**config.mk**
```make
export PLATFORM = sky130hd
export DESIGN_NAME = poi_ctrl
export DESIGN_NICKNAME = d
export VERILOG_FILES = /design/src/design/poi_pkg.sv /design/src/design/poi_ctrl.sv
export SDC_FILE = /design/constraint.sdc
export NUM_CORES = 1
export LEC_CHECK = 0
export ABC_AREA = 0
export ABC_CLOCK_PERIOD_IN_PS = 2300
export CAP_MARGIN = 5
export CORE_MARGIN = 5
export CORE_UTILIZATION = 55
export DETAILED_ROUTE_END_ITERATION = 8
export DONT_BUFFER_PORTS = 1
export PLACE_DENSITY = 0.7
export SYNTH_ARGS = -nofsm -noshare
export SYNTH_HDL_FRONTEND = slang
export SYNTH_SLANG_ARGS = --single-unit
```
**constraint.sdc**
```tcl
create_clock -name aclk -period 2.3 [get_ports aclk]
set_input_delay 0.345 -clock aclk [delete_from_list [all_inputs] [get_ports aclk]]
set_output_delay 0.345 -clock aclk [all_outputs]
set_load 0.01 [all_outputs]
```
**src/design/poi_pkg.sv**
```systemverilog
package poi_pkg;

    localparam int FRAC_BITS        = 16;
    localparam int CORDIC_STEPS_DEF = 16;
    localparam int CNT_W            = 5;
    localparam int CFG_W            = 3;
    localparam int CFG_DATA_W       = 32;
    localparam int TDATA_W          = 256;

    // reciprocal divider / modulo unit
    localparam int DIV_W      = 50;
    localparam int MOD_PRE_SH = 28;
    localparam int REC_SH     = 48;
    localparam int REC_SPLIT  = 24;
    localparam longint NS_PER_S = 1000000000;

    localparam longint unsigned PI_Q60 = 64'h3243F6A8885A308D;
    localparam longint PI_F =
        longint'((PI_Q60 + (64'd1 << (59 - FRAC_BITS))) >> (60 - FRAC_BITS));
    localparam longint TWO_PI_F = 2 * PI_F;

    // floor(2^48 / divisor), the estimate is never high and at most one short
    localparam longint TS_RECIP  = (longint'(1) << REC_SH) / NS_PER_S;
    localparam longint MOD_RECIP = (longint'(1) << REC_SH) / TWO_PI_F;

    localparam logic [31:0] INV_PI_Q32 = 32'h517CC1B7;
    localparam int          GAIN_Q30   = 652032874;
    localparam int          GUARD      = 16;
    localparam int          PRE_SH     = 30 - GUARD;
    localparam int          XY_W       = 52;
    localparam int          Z_W        = 34;

    typedef enum logic [CFG_W-1:0] {
        CFG_MODE,
        CFG_START_X,
        CFG_START_Y,
        CFG_START_HEADING,
        CFG_START_SEC,
        CFG_START_NSEC
    } cfg_idx_t;

    typedef enum logic [3:0] {
        MUL_W_TS,
        MUL_VX_GAIN,
        MUL_VY_GAIN,
        MUL_R_INV,
        MUL_RX_TS,
        MUL_RY_TS,
        MUL_LO_REC,
        MUL_HI_REC,
        MUL_Q_DSR
    } mul_sel_t;

    typedef enum logic [4:0] {
        ST_IDLE,
        ST_RST_REPLY,
        ST_TS_LOAD,
        ST_TS_LO,
        ST_TS_HI,
        ST_TS_Q,
        ST_TS_QD,
        ST_TS_FIX,
        ST_TS_FIN,
        ST_MUL_W,
        ST_ANGLE,
        ST_MOD_LO,
        ST_MOD_HI,
        ST_MOD_Q,
        ST_MOD_QD,
        ST_MOD_FIX,
        ST_MUL_VX,
        ST_MUL_VY,
        ST_CAP_VY,
        ST_MUL_BAM,
        ST_FOLD,
        ST_CORDIC,
        ST_MUL_RX,
        ST_MUL_RY,
        ST_CAP_RY,
        ST_EMIT
    } state_t;

    typedef struct packed {
        logic             in_load;
        logic             first_load;
        logic             swap_emit;
        logic             ts_div_load;
        logic             div_mod;
        logic             div_acc;
        logic             div_q;
        logic             div_fix;
        logic             ts_cap;
        logic             angle_cap;
        mul_sel_t         mul_sel;
        logic             x_cap;
        logic             y_cap;
        logic             fold_cap;
        logic             cordic_step;
        logic [CNT_W-1:0] step_idx;
        logic             px_cap;
        logic             py_cap;
        logic             upd_emit;
    } cmd_t;

    typedef struct packed {
        logic in_req;
        logic started;
        logic out_free;
    } status_t;

    function automatic logic signed [31:0] sat32(input logic signed [63:0] v);
        logic signed [31:0] r;
        if (v > 64'sd2147483647) begin
            r = 32'sh7FFFFFFF;
        end else if (v < -64'sd2147483648) begin
            r = 32'sh80000000;
        end else begin
            r = v[31:0];
        end
        return r;
    endfunction

    // arctangent of 2^-i as a binary angle
    function automatic logic [31:0] atan_bam(input logic [CNT_W-1:0] i);
        logic [31:0] a;
        unique case (i)
            5'd0:  a = 32'd536870912;
            5'd1:  a = 32'd316933406;
            5'd2:  a = 32'd167458907;
            5'd3:  a = 32'd85004756;
            5'd4:  a = 32'd42667331;
            5'd5:  a = 32'd21354465;
            5'd6:  a = 32'd10679838;
            5'd7:  a = 32'd5340245;
            5'd8:  a = 32'd2670163;
            5'd9:  a = 32'd1335087;
            5'd10: a = 32'd667544;
            5'd11: a = 32'd333772;
            5'd12: a = 32'd166886;
            5'd13: a = 32'd83443;
            5'd14: a = 32'd41722;
            5'd15: a = 32'd20861;
            5'd16: a = 32'd10430;
            5'd17: a = 32'd5215;
            5'd18: a = 32'd2608;
            5'd19: a = 32'd1304;
            5'd20: a = 32'd652;
            5'd21: a = 32'd326;
            5'd22: a = 32'd163;
            5'd23: a = 32'd81;
            5'd24: a = 32'd41;
            5'd25: a = 32'd20;
            5'd26: a = 32'd10;
            5'd27: a = 32'd5;
            5'd28: a = 32'd3;
            5'd29: a = 32'd1;
            5'd30: a = 32'd1;
            5'd31: a = 32'd0;
        endcase
        return a;
    endfunction

endpackage

```
**src/design/poi_ctrl.sv**
```systemverilog
module poi_ctrl #(
    parameter int CORDIC_STEPS = poi_pkg::CORDIC_STEPS_DEF
) (
    input  logic             aclk,
    input  logic             aresetn,
    input  logic             s_tvalid,
    output logic             s_tready,
    input  poi_pkg::status_t st,
    output poi_pkg::cmd_t    cmd
);
    import poi_pkg::*;

    state_t           state_reg, state_next;
    logic [CNT_W-1:0] cnt_reg, cnt_next;

    always_ff @(posedge aclk) begin
        if (!aresetn) begin
            state_reg <= ST_IDLE;
            cnt_reg   <= '0;
        end else begin
            state_reg <= state_next;
            cnt_reg   <= cnt_next;
        end
    end

    always_comb begin
        state_next   = state_reg;
        cnt_next     = cnt_reg;
        s_tready     = 1'b0;
        cmd          = '0;
        cmd.mul_sel  = MUL_W_TS;
        cmd.step_idx = cnt_reg;
        unique case (state_reg)
            ST_IDLE: begin
                s_tready = 1'b1;
                if (s_tvalid) begin
                    cmd.in_load = 1'b1;
                    if (st.in_req) begin
                        state_next = ST_RST_REPLY;
                    end else if (!st.started) begin
                        cmd.first_load = 1'b1;
                    end else begin
                        state_next = ST_TS_LOAD;
                    end
                end
            end
            ST_RST_REPLY: begin
                if (st.out_free) begin
                    cmd.swap_emit = 1'b1;
                    state_next    = ST_IDLE;
                end
            end
            ST_TS_LOAD: begin
                cmd.ts_div_load = 1'b1;
                state_next      = ST_TS_LO;
            end
            ST_TS_LO: begin
                cmd.mul_sel = MUL_LO_REC;
                state_next  = ST_TS_HI;
            end
            ST_TS_HI: begin
                cmd.mul_sel = MUL_HI_REC;
                cmd.div_acc = 1'b1;
                state_next  = ST_TS_Q;
            end
            ST_TS_Q: begin
                cmd.div_q  = 1'b1;
                state_next = ST_TS_QD;
            end
            ST_TS_QD: begin
                cmd.mul_sel = MUL_Q_DSR;
                state_next  = ST_TS_FIX;
            end
            ST_TS_FIX: begin
                cmd.div_fix = 1'b1;
                state_next  = ST_TS_FIN;
            end
            ST_TS_FIN: begin
                cmd.ts_cap = 1'b1;
                state_next = ST_MUL_W;
            end
            ST_MUL_W: begin
                cmd.mul_sel = MUL_W_TS;
                state_next  = ST_ANGLE;
            end
            ST_ANGLE: begin
                cmd.angle_cap = 1'b1;
                state_next    = ST_MOD_LO;
            end
            ST_MOD_LO: begin
                cmd.div_mod = 1'b1;
                cmd.mul_sel = MUL_LO_REC;
                state_next  = ST_MOD_HI;
            end
            ST_MOD_HI: begin
                cmd.div_mod = 1'b1;
                cmd.mul_sel = MUL_HI_REC;
                cmd.div_acc = 1'b1;
                state_next  = ST_MOD_Q;
            end
            ST_MOD_Q: begin
                cmd.div_mod = 1'b1;
                cmd.div_q   = 1'b1;
                state_next  = ST_MOD_QD;
            end
            ST_MOD_QD: begin
                cmd.div_mod = 1'b1;
                cmd.mul_sel = MUL_Q_DSR;
                state_next  = ST_MOD_FIX;
            end
            ST_MOD_FIX: begin
                cmd.div_mod = 1'b1;
                cmd.div_fix = 1'b1;
                state_next  = ST_MUL_VX;
            end
            ST_MUL_VX: begin
                cmd.mul_sel = MUL_VX_GAIN;
                state_next  = ST_MUL_VY;
            end
            ST_MUL_VY: begin
                cmd.mul_sel = MUL_VY_GAIN;
                cmd.x_cap   = 1'b1;
                state_next  = ST_CAP_VY;
            end
            ST_CAP_VY: begin
                cmd.y_cap  = 1'b1;
                state_next = ST_MUL_BAM;
            end
            ST_MUL_BAM: begin
                cmd.mul_sel = MUL_R_INV;
                state_next  = ST_FOLD;
            end
            ST_FOLD: begin
                cmd.fold_cap = 1'b1;
                cnt_next     = '0;
                state_next   = ST_CORDIC;
            end
            ST_CORDIC: begin
                cmd.cordic_step = 1'b1;
                if (cnt_reg == CNT_W'(CORDIC_STEPS - 1)) begin
                    cnt_next   = '0;
                    state_next = ST_MUL_RX;
                end else begin
                    cnt_next = cnt_reg + 1'b1;
                end
            end
            ST_MUL_RX: begin
                cmd.mul_sel = MUL_RX_TS;
                state_next  = ST_MUL_RY;
            end
            ST_MUL_RY: begin
                cmd.mul_sel = MUL_RY_TS;
                cmd.px_cap  = 1'b1;
                state_next  = ST_CAP_RY;
            end
            ST_CAP_RY: begin
                cmd.py_cap = 1'b1;
                state_next = ST_EMIT;
            end
            ST_EMIT: begin
                if (st.out_free) begin
                    cmd.upd_emit = 1'b1;
                    state_next   = ST_IDLE;
                end
            end
            default: begin
                state_next = ST_IDLE;
            end
        endcase
    end

endmodule

```
* After elaboration in Yosys (flattened, before gate mapping)
Cells that the tools add are included.
** Operators by class
- Bitwise logic cells :: 0
- $lt $le $gt $ge :: 0
- Equality and inequality tests :: 30
- Divide/modulo/power cells :: 0
- Multipliers :: 0
- Add/sub/neg operators :: 1
- Multiplexer cells :: 30
- Shift operators :: 0
- Reduce and logical (&&, ||, !) cells :: 10
** Operator list (count)
- case mux 5 bit (25 select lines) :: 1
- equality test 5 bit (second input constant) :: 10
- equality test 5 x 4 -> 1 bit (second input constant) :: 9
- case mux 4 bit (8 select lines) :: 1
- 2-to-1 mux 5 bit :: 6
- equality test 5 x 3 -> 1 bit (second input constant) :: 4
- 2-to-1 mux 1 bit :: 19
- OR reduction 2 bit :: 6
- equality test 5 x 2 -> 1 bit (second input constant) :: 2
- case mux 5 bit (2 select lines) :: 1
- adder 5 x 1 -> 5 bit (second input constant) :: 1
- equality test 5 x 1 -> 1 bit (second input constant) :: 1
- logical NOT 5 bit :: 1
- OR reduction 5 bit :: 1
- 2-to-1 mux 2 bit :: 2
- inequality test 2 bit (second input constant) :: 2
- AND reduction 4 bit :: 1
- inequality test 3 bit (second input constant) :: 1
- inequality test 2 x 1 -> 1 bit (second input constant) :: 1
- nonzero test 2 bit :: 1
** Word-level totals
- Word-level logic and storage cells :: 73
- ROM bits :: 0
- Bits in writable memories :: 0
- Memories kept :: 0
- Latch bits :: 0
- Bits in registers :: 10

* Depth between registers and ports, before layout
Gate-level depths: netlist (run 1).
- Depth after elaboration :: 4
- Gate-level depth with buffers :: 6

* Worst setup path before layout (run 1)
Ideal clock, no wire load.
- Path type :: register to output
- Start :: register state_reg[0]
- End :: output port cmd[12] (netlist name)
- Data required time :: 1.955 ns
- Data arrival time :: 1.225 ns
- Slack :: 0.730 ns
- Buffers on the path :: 2
- Stages on the path, launching flop included :: 6
- Path through :: dfxtp_1 -> buf_2 -> or2_2 -> clkbuf_1 -> nor2_1 -> a31o_2
** RTL lines
- start: declaration :: line poi_ctrl.sv:13 : state_t state_reg, state_next;
- start signal: assignment :: line poi_ctrl.sv:21 : state_reg <= state_next;
- end: declaration :: line poi_ctrl.sv:9 : output poi_pkg::cmd_t cmd

==> run_results.csv, run 1 <==
group,metric,value,unit
power_and_ir_drop,share_comb_of_total_power,0.335,
synthesis,syn_avg_cell_area,6.81,sq um
setup_path,required,1960,ps
synthesis,yosys_warnings,0,
final_layout,syn2layout_area_growth,3.52,%
setup_path,reg2reg_from,"state_reg[1]",
place,dp_hpwl,1.52,mm
sta,fin_ws,241,ps
setup_path,slowest_delay,760,ps
setup_path,r2r_end,"state_reg[1]",
setup_path,crit_path_cell_trace,"inv_1, nor3_1",
clock_network,ctsHoldBuffers,0,
routing,drc,0,
floorplanning,initial_core_util,0.562,
setup_path,start_kind,"flop",
setup_path,crit_arrival,1710,ps
grt,grt_pass1_vias,776,
final_layout,diodes,0,
min_path,min_path_type,"primary input to flop",
routing,wl_per_cell,16.1,microns
setup_path,worstPathMaxFanout,20,
grt,overflow,0,
setup_path,r2r_cells,4,
final_layout,fin_nets,124,
floorplanning,core_area,1450,sq um
power_and_ir_drop,p_clk_frac,0.275,
grt,grt_pass1_wl,3.64,mm
sta,setup_tns,0,ps
synthesis,ys_seq_area_frac,0.245,
place,globalplace.congestion,0.856,
power_and_ir_drop,leakage,0.286,nW
synthesis,synth_area,817,sq um
clock_network,post_cts_buffers,0,
power_and_ir_drop,power.density,683,nW/um^2
power_and_ir_drop,ir_worst_vdd,0.000403,V
sta,fin_crit_sh,0.895,
clock_network,cts_num_sinks,10,
setup_path,rrSetupSlack,530,ps
power_and_ir_drop,p_switching,0.000220,W
sta,setup_viol,0,
status,outcome,"complete, no violations",
sta,tightest_slew,684,ps
place,portBuffers,0,
final_layout,design_area,846,sq um
place,dp.cells,128,
sta,fmax,0.486,GHz
synthesis,ys_async_sr_fraction,0,
floorplanning,io_pins,33,
sta,worst_clock_skew,8.93,ps
synthesis,synth.distinct_cells,39,
synthesis,synth-edff-count,0,
final_layout,drive_gt1_frac,0.0948,
synthesis,ys.flop_type,"dfxtp_1",
routing,vias_per_cell,6.52,
synthesis,synth_seq_cells,10,
synthesis,syn_inst,120,
routing,antenna_left,0,
floorplanning,die_w,48.5,microns
sta,finalCriticalPeriod,2060,ps
power_and_ir_drop,p_seq_frac,0.390,
setup_path,end_kind,"output pin",
grt,antenna_found_initial,0,
clock_network,clk_latency,270,ps
routing,routed_wl,2.12,mm
clock_network,clk_path_buf_depth,2,
routing,vias,861,
routing,first_pass_iters,4,
sta,hold_viol_final,0,
grt,grt_max_degree,21,
min_path,hold_depth,2,
floorplanning,die-area,2360,sq um
setup_path,cp_slowest_cell,"dfxtp_1",
clock_network,cts_resized,0,
power_and_ir_drop,netSwitchingFraction,0.381,
place,dpl_cell_area,810,sq um
final_layout,nFillCells,145,
sta,slew_violations,0,
clock_network,numCtsBuffers,3,
job,drv_cap,0,
place,pre_cts_ws,546,ps
clock_network,htreeDepth,1,
floorplanning,row_count,14,
floorplanning,floorplan.die.height,48.5,microns
clock_network,path_clk_slew,60,ps
power_and_ir_drop,p_int,0.000357,W
synthesis,synth_fp_nets,127,
routing,drtIter0Drc,26,
clock_network,cts_tree,"done",
setup_path,path_class,"flop to output pin",
final_layout,final_cell_count_no_fill,132,
clock_network,cts-root-buf,"clkbuf_4",
sta,rsz0062_at_grt,"false",
min_path,min-delay-start,"aresetn",
sta,slew_headroom,0.543,
grt,grt_util_all_layers,0.185,
min_path,min_to,"cnt_reg[4]",
[layer usage]
layer,share of wire,GRT usage,vias to the layer above
li1,-,-,436
met1,0.46,0.244,386
met2,0.44,0.276,37
met3,0.094,0.0798,2
met4,0.0057,0.0448,0
met5,0,0,-
[worst max path at each step]
stage | start | end | slack, ps | depth (start not counted)
4_1_cts | state_reg[1] | cmd[14] | 250 | 3
6_report | state_reg[3] | cmd[16] | 240 | 2
3_5_place_dp | state_reg[4] | cmd[12] | 550 | 4
2_1_floorplan | state_reg[0] | cmd[12] | 730 | 5
5_1_grt | state_reg[1] | cmd[12] | 100 | 3
3_3_place_gp | state_reg[1] | state_reg[1] | 540 | 4
[layout make-up]
cell class / count / area, sq um / share of cell area
well taps: 16 / 20.0 / 0.0237
inverters: 3 / 11.3 / 0.0133
repair buffers: 3 / 22.5 / 0.0266
clock buffers: 4 / 36.3 / 0.0429
multi-input cells: 96 / 556 / 0.657
flip-flops and latches: 10 / 200 / 0.237
[critical path, delay by kind of cell (launching register included)]
family        cells  cell delay, ps
buf+inv           1             280
simple gates      1             420
flops             1             760
[cells in the final DEF, fill, tap and decap left out, types with 2 or more instances in the layout]
cell type  synthesis  layout
buf_4              0       3
a21oi_1           11      11
or2_2              2       2
nand2b_1           5       5
nor3_1            12      12
a31oi_1            2       2
inv_1              3       3
nand4_1            2       2
a211oi_1           2       2
nand3_1            5       5
dfxtp_1           10      10
and4b_1            2       2
o21ai_0            6       6
nor2_1            14      14
clkbuf_4           0       3
nor3b_1            2       2
nand2_1           10      10
[power by group through the flow]
stage	Clock, W	Sequential [W]	Combinational (W)
global route	0.000176	0.000231	0.000217
detailed placement	0	0.000228	0.000192
CTS	0.000165	0.000224	0.000193
global placement	0	0.000226	0.000191
finish	0.000159	0.000225	0.000194
floorplan	0	0.000193	0.000197
[cell usage after synthesis, types with 2 or more instances]
| library cell | instances | area (sq um) |
|---|---|---|
| a211oi_1 | 2 | 15.0 |
| nand2_1 | 10 | 37.5 |
| inv_1 | 3 | 11.3 |
| nand2b_1 | 5 | 31.3 |
| a31oi_1 | 2 | 12.5 |
| or2_2 | 2 | 12.5 |
| dfxtp_1 | 10 | 200 |
| o21ai_0 | 6 | 30.0 |
| a21oi_1 | 11 | 55.1 |
| and4b_1 | 2 | 20.0 |
| nor3_1 | 12 | 60.1 |
| buf_1 | 3 | 11.3 |
| nor2_1 | 14 | 52.6 |
| nand3_1 | 5 | 25.0 |
| nor3b_1 | 2 | 15.0 |
| buf_2 | 7 | 35.0 |
| nand4_1 | 2 | 12.5 |
[logic make-up (layout without fill, tap and decap cells)]
| family | Yosys count | after routing | synth area share |
|---|---|---|---|
| AO/OA/AOI/OAI | 31 | 31 | 0.236 |
| XOR/XNOR | 2 | 2 | 0.0214 |
| buffers and inverters | 14 | 10 | 0.0750 |
| AND/OR/NAND/NOR | 62 | 62 | 0.407 |
| flip-flops | 10 | 10 | 0.245 |
| adder cells (fa/ha/maj) | 1 | 1 | 0.0153 |
[metrics by stage]
stage,power (W),hold WS [ps],utilization
floorplan,0.000390,468,-
global placement,0.000418,478,0.557
detailed placement,0.000421,485,0.557
CTS,0.000582,200,0.582
global route,0.000624,199,0.582
finish,0.000578,208,0.582
No activity file was read; power rests on OpenSTA's default activity.
==> inputs of run 2 (changes only) <==
--- a/config.mk
+++ b/config.mk
@@ -5,8 +5,7 @@
 export SDC_FILE = /design/constraint.sdc
 export NUM_CORES = 1
 export LEC_CHECK = 0
-export ABC_AREA = 0
-export ABC_CLOCK_PERIOD_IN_PS = 2300
+export ABC_AREA = 1
 export CAP_MARGIN = 5
 export CORE_MARGIN = 5
 export CORE_UTILIZATION = 55
==> run 2 against run 1 <==
  * Global-route usage up 1.1 points
  * Cell count is 39% higher
  * Via count grew 21%
  * Worst setup slack better by 69 ps
  * Sequential share of layout area is 3.3 points lower
  * Power is 99% higher
  * Critical path depth increased by 3
  * Die area rose by 12%
  * Area after synthesis up 15%
  * Clock-buffer cell count is the same
  * Largest power group is now combinational cells
  * Synthesized cell count increased by 37%
  * Design area increased by 16%
==> run_results.csv, run 2 <==
group,metric,value,unit
synthesis,synth_top_area_cell,"dfxtp_1",
setup_path,crit_arrival,1640,ps
sta,fin_crit_sh,0.865,
floorplanning,initial_core_util,0.565,
floorplanning,floorplan.die.height,51.4,microns
clock_network,cts_tree,"done",
clock_network,numCtsBuffers,3,
clock_network,clk_latency,260,ps
grt,grt_max_degree,13,
clock_network,htreeDepth,1,
grt,grt_util_all_layers,0.197,
floorplanning,io_pins,33,
final_layout,fin_nets,174,
setup_path,cp_slowest_cell,"dfxtp_1",
synthesis,synth-edff-count,0,
synthesis,yosysMostFrequentCell,"nand2_1",
place,dp_hpwl,2.00,mm
synthesis,ys.flop_type,"dfxtp_1",
setup_path,path_class,"flop to output pin",
min_path,min_to,"state_reg[2]",
clock_network,cts-root-buf,"clkbuf_4",
grt,grt_pass1_vias,934,
grt,antenna_found_initial,0,
place,globalplace.congestion,0.941,
clock_network,clk_path_buf_depth,2,
setup_path,worstPathMaxFanout,12,
place,dp.cells,179,
synthesis,yosys_warnings,0,
routing,top_layer,"met4",
synthesis,ys_async_sr_fraction,0,
final_layout,syn2layout_area_growth,4.38,%
sta,rsz0062_at_grt,"false",
min_path,min_path_type,"primary input to flop",
setup_path,r2r_cells,8,
routing,antenna_left,0,
sta,hold_viol_final,0,
routing,routed_wl,2.41,mm
floorplanning,row_count,15,
setup_path,end_kind,"output pin",
synthesis,synthTopCellsByCount,"47 x nand2_1, 29 x nor2_1, 21 x nand3_1, 19 x inv_1, 10 x dfxtp_1",
routing,first_pass_iters,4,
place,portBuffers,0,
synthesis,yosysTopAreaCellShare,0.212,
min_path,hold_depth,2,
final_layout,drive_gt1_frac,0.108,
synthesis,synth_area,943,sq um
floorplanning,core_area,1670,sq um
routing,wl_per_cell,13.2,microns
clock_network,cts_resized,0,
sta,slew_headroom,0.635,
power_and_ir_drop,power.density,1170,nW/um^2
setup_path,r2r_end,"state_reg[0]",
final_layout,final_common_cell,"nand2_1",
sta,fmax,0.503,GHz
setup_path,crit_path_cell_trace,"inv_2, nand3_1, a21oi_2, nor2_1, nand2_1",
setup_path,slowest_delay,610,ps
status,outcome,"complete, no violations",
synthesis,synth_fp_nets,171,
sta,slew_violations,0,
floorplanning,die-area,2640,sq um
grt,grt_pass1_wl,3.97,mm
sta,finalCriticalPeriod,1990,ps
setup_path,rrSetupSlack,660,ps
sta,worst_clock_skew,2.69,ps
sta,tightest_slew,542,ps
sta,setup_tns,0,ps
synthesis,synth_seq_cells,10,
routing,wl_met2,1.18,mm
routing,vias,1044,
final_layout,final_cell_count_no_fill,183,
grt,overflow,0,
synthesis,syn_inst,164,
routing,drc,0,
setup_path,required,1960,ps
power_and_ir_drop,ir_worst_vdd,0.000580,V
clock_network,cts_num_sinks,10,
synthesis,syn_avg_cell_area,5.75,sq um
min_path,min-delay-start,"aresetn",
job,drv_cap,0,
floorplanning,die_w,51.4,microns
final_layout,layout_common_cells,"47 x nand2_1, 29 x nor2_1, 21 x nand3_1",
synthesis,synth_area_leaders,"dfxtp_1 21%, nand2_1 19%, nor2_1 12%, nand3_1 11%, inv_1 7.6%",
final_layout,diodes,0,
synthesis,synth.distinct_cells,23,
power_and_ir_drop,leakage,0.560,nW
clock_network,ctsHoldBuffers,0,
sta,setup_viol,0,
routing,wl_met1,1.00,mm
routing,wl_met3,184,microns
routing,vias_per_cell,5.70,
clock_network,path_clk_slew,70,ps
routing,drtIter0Drc,26,
synthesis,ys_seq_area_frac,0.212,
clock_network,post_cts_buffers,0,
setup_path,reg2reg_from,"state_reg[4]",
setup_path,start_kind,"flop",
run 2: worst max path at each step:
| stage | from | endpoint | depth (start not counted) |
|---|---|---|---|
| after global routing | state_reg[4] | cmd[21] | 5 |
| after CTS | state_reg[4] | cmd[21] | 5 |
| after floorplan | state_reg[0] | cmd[21] | 6 |
| final | state_reg[4] | cmd[21] | 5 |
| after detailed placement | state_reg[4] | cmd[21] | 5 |
| after global placement | state_reg[4] | cmd[12] | 4 |
run 2: stage by stage:
step	setup slack, ps	instance area, sq um	util	total power [W]	hold WS [ps]
final	310	985	0.590	0.00115	180
after global routing	182	985	0.590	0.00127	191
after CTS	317	985	0.590	0.00116	171
after detailed placement	617	948	0.568	0.000992	450
after global placement	672	948	0.568	0.000993	447
after floorplan	887	943	-	0.000880	443
run 2: cells by family after synthesis:
kind of cell | count (synthesis) | share of synthesized area
compound gates | 13 | 0.0756
flops | 10 | 0.212
simple gates | 114 | 0.581
buf+inv | 25 | 0.109
fa+ha+maj | 1 | 0.0133
xor+xnor | 1 | 0.00929
run 2: layout make-up:
type,instances,area [sq um]
fillers,179,686
multi-input cells,129,641
flip-flops and latches,10,200
inverters,23,86.3
clock buffers,4,36.3
well taps,17,21.3
run 2: critical path, delay by kind of cell, from the launching register on:
kind            cells  cell delay (ps)
flops               1              610
simple gates        3              440
buf+inv             1              220
compound gates      1              110
run 2: power breakdown:
group / switching [W] / internal (W) / total (W)
Clock: 0.0000604 / 0.0000961 / 0.000156
Combinational: 0.000482 / 0.000211 / 0.000693
Sequential: 0.0000906 / 0.000209 / 0.000299
run 2: per-layer routing:
layer | up-vias | global-route usage
li1 | 527 | -
met1 | 471 | 0.235
met2 | 39 | 0.324
met3 | 7 | 0.0525
met4 | 0 | 0.0917
met5 | - | 0
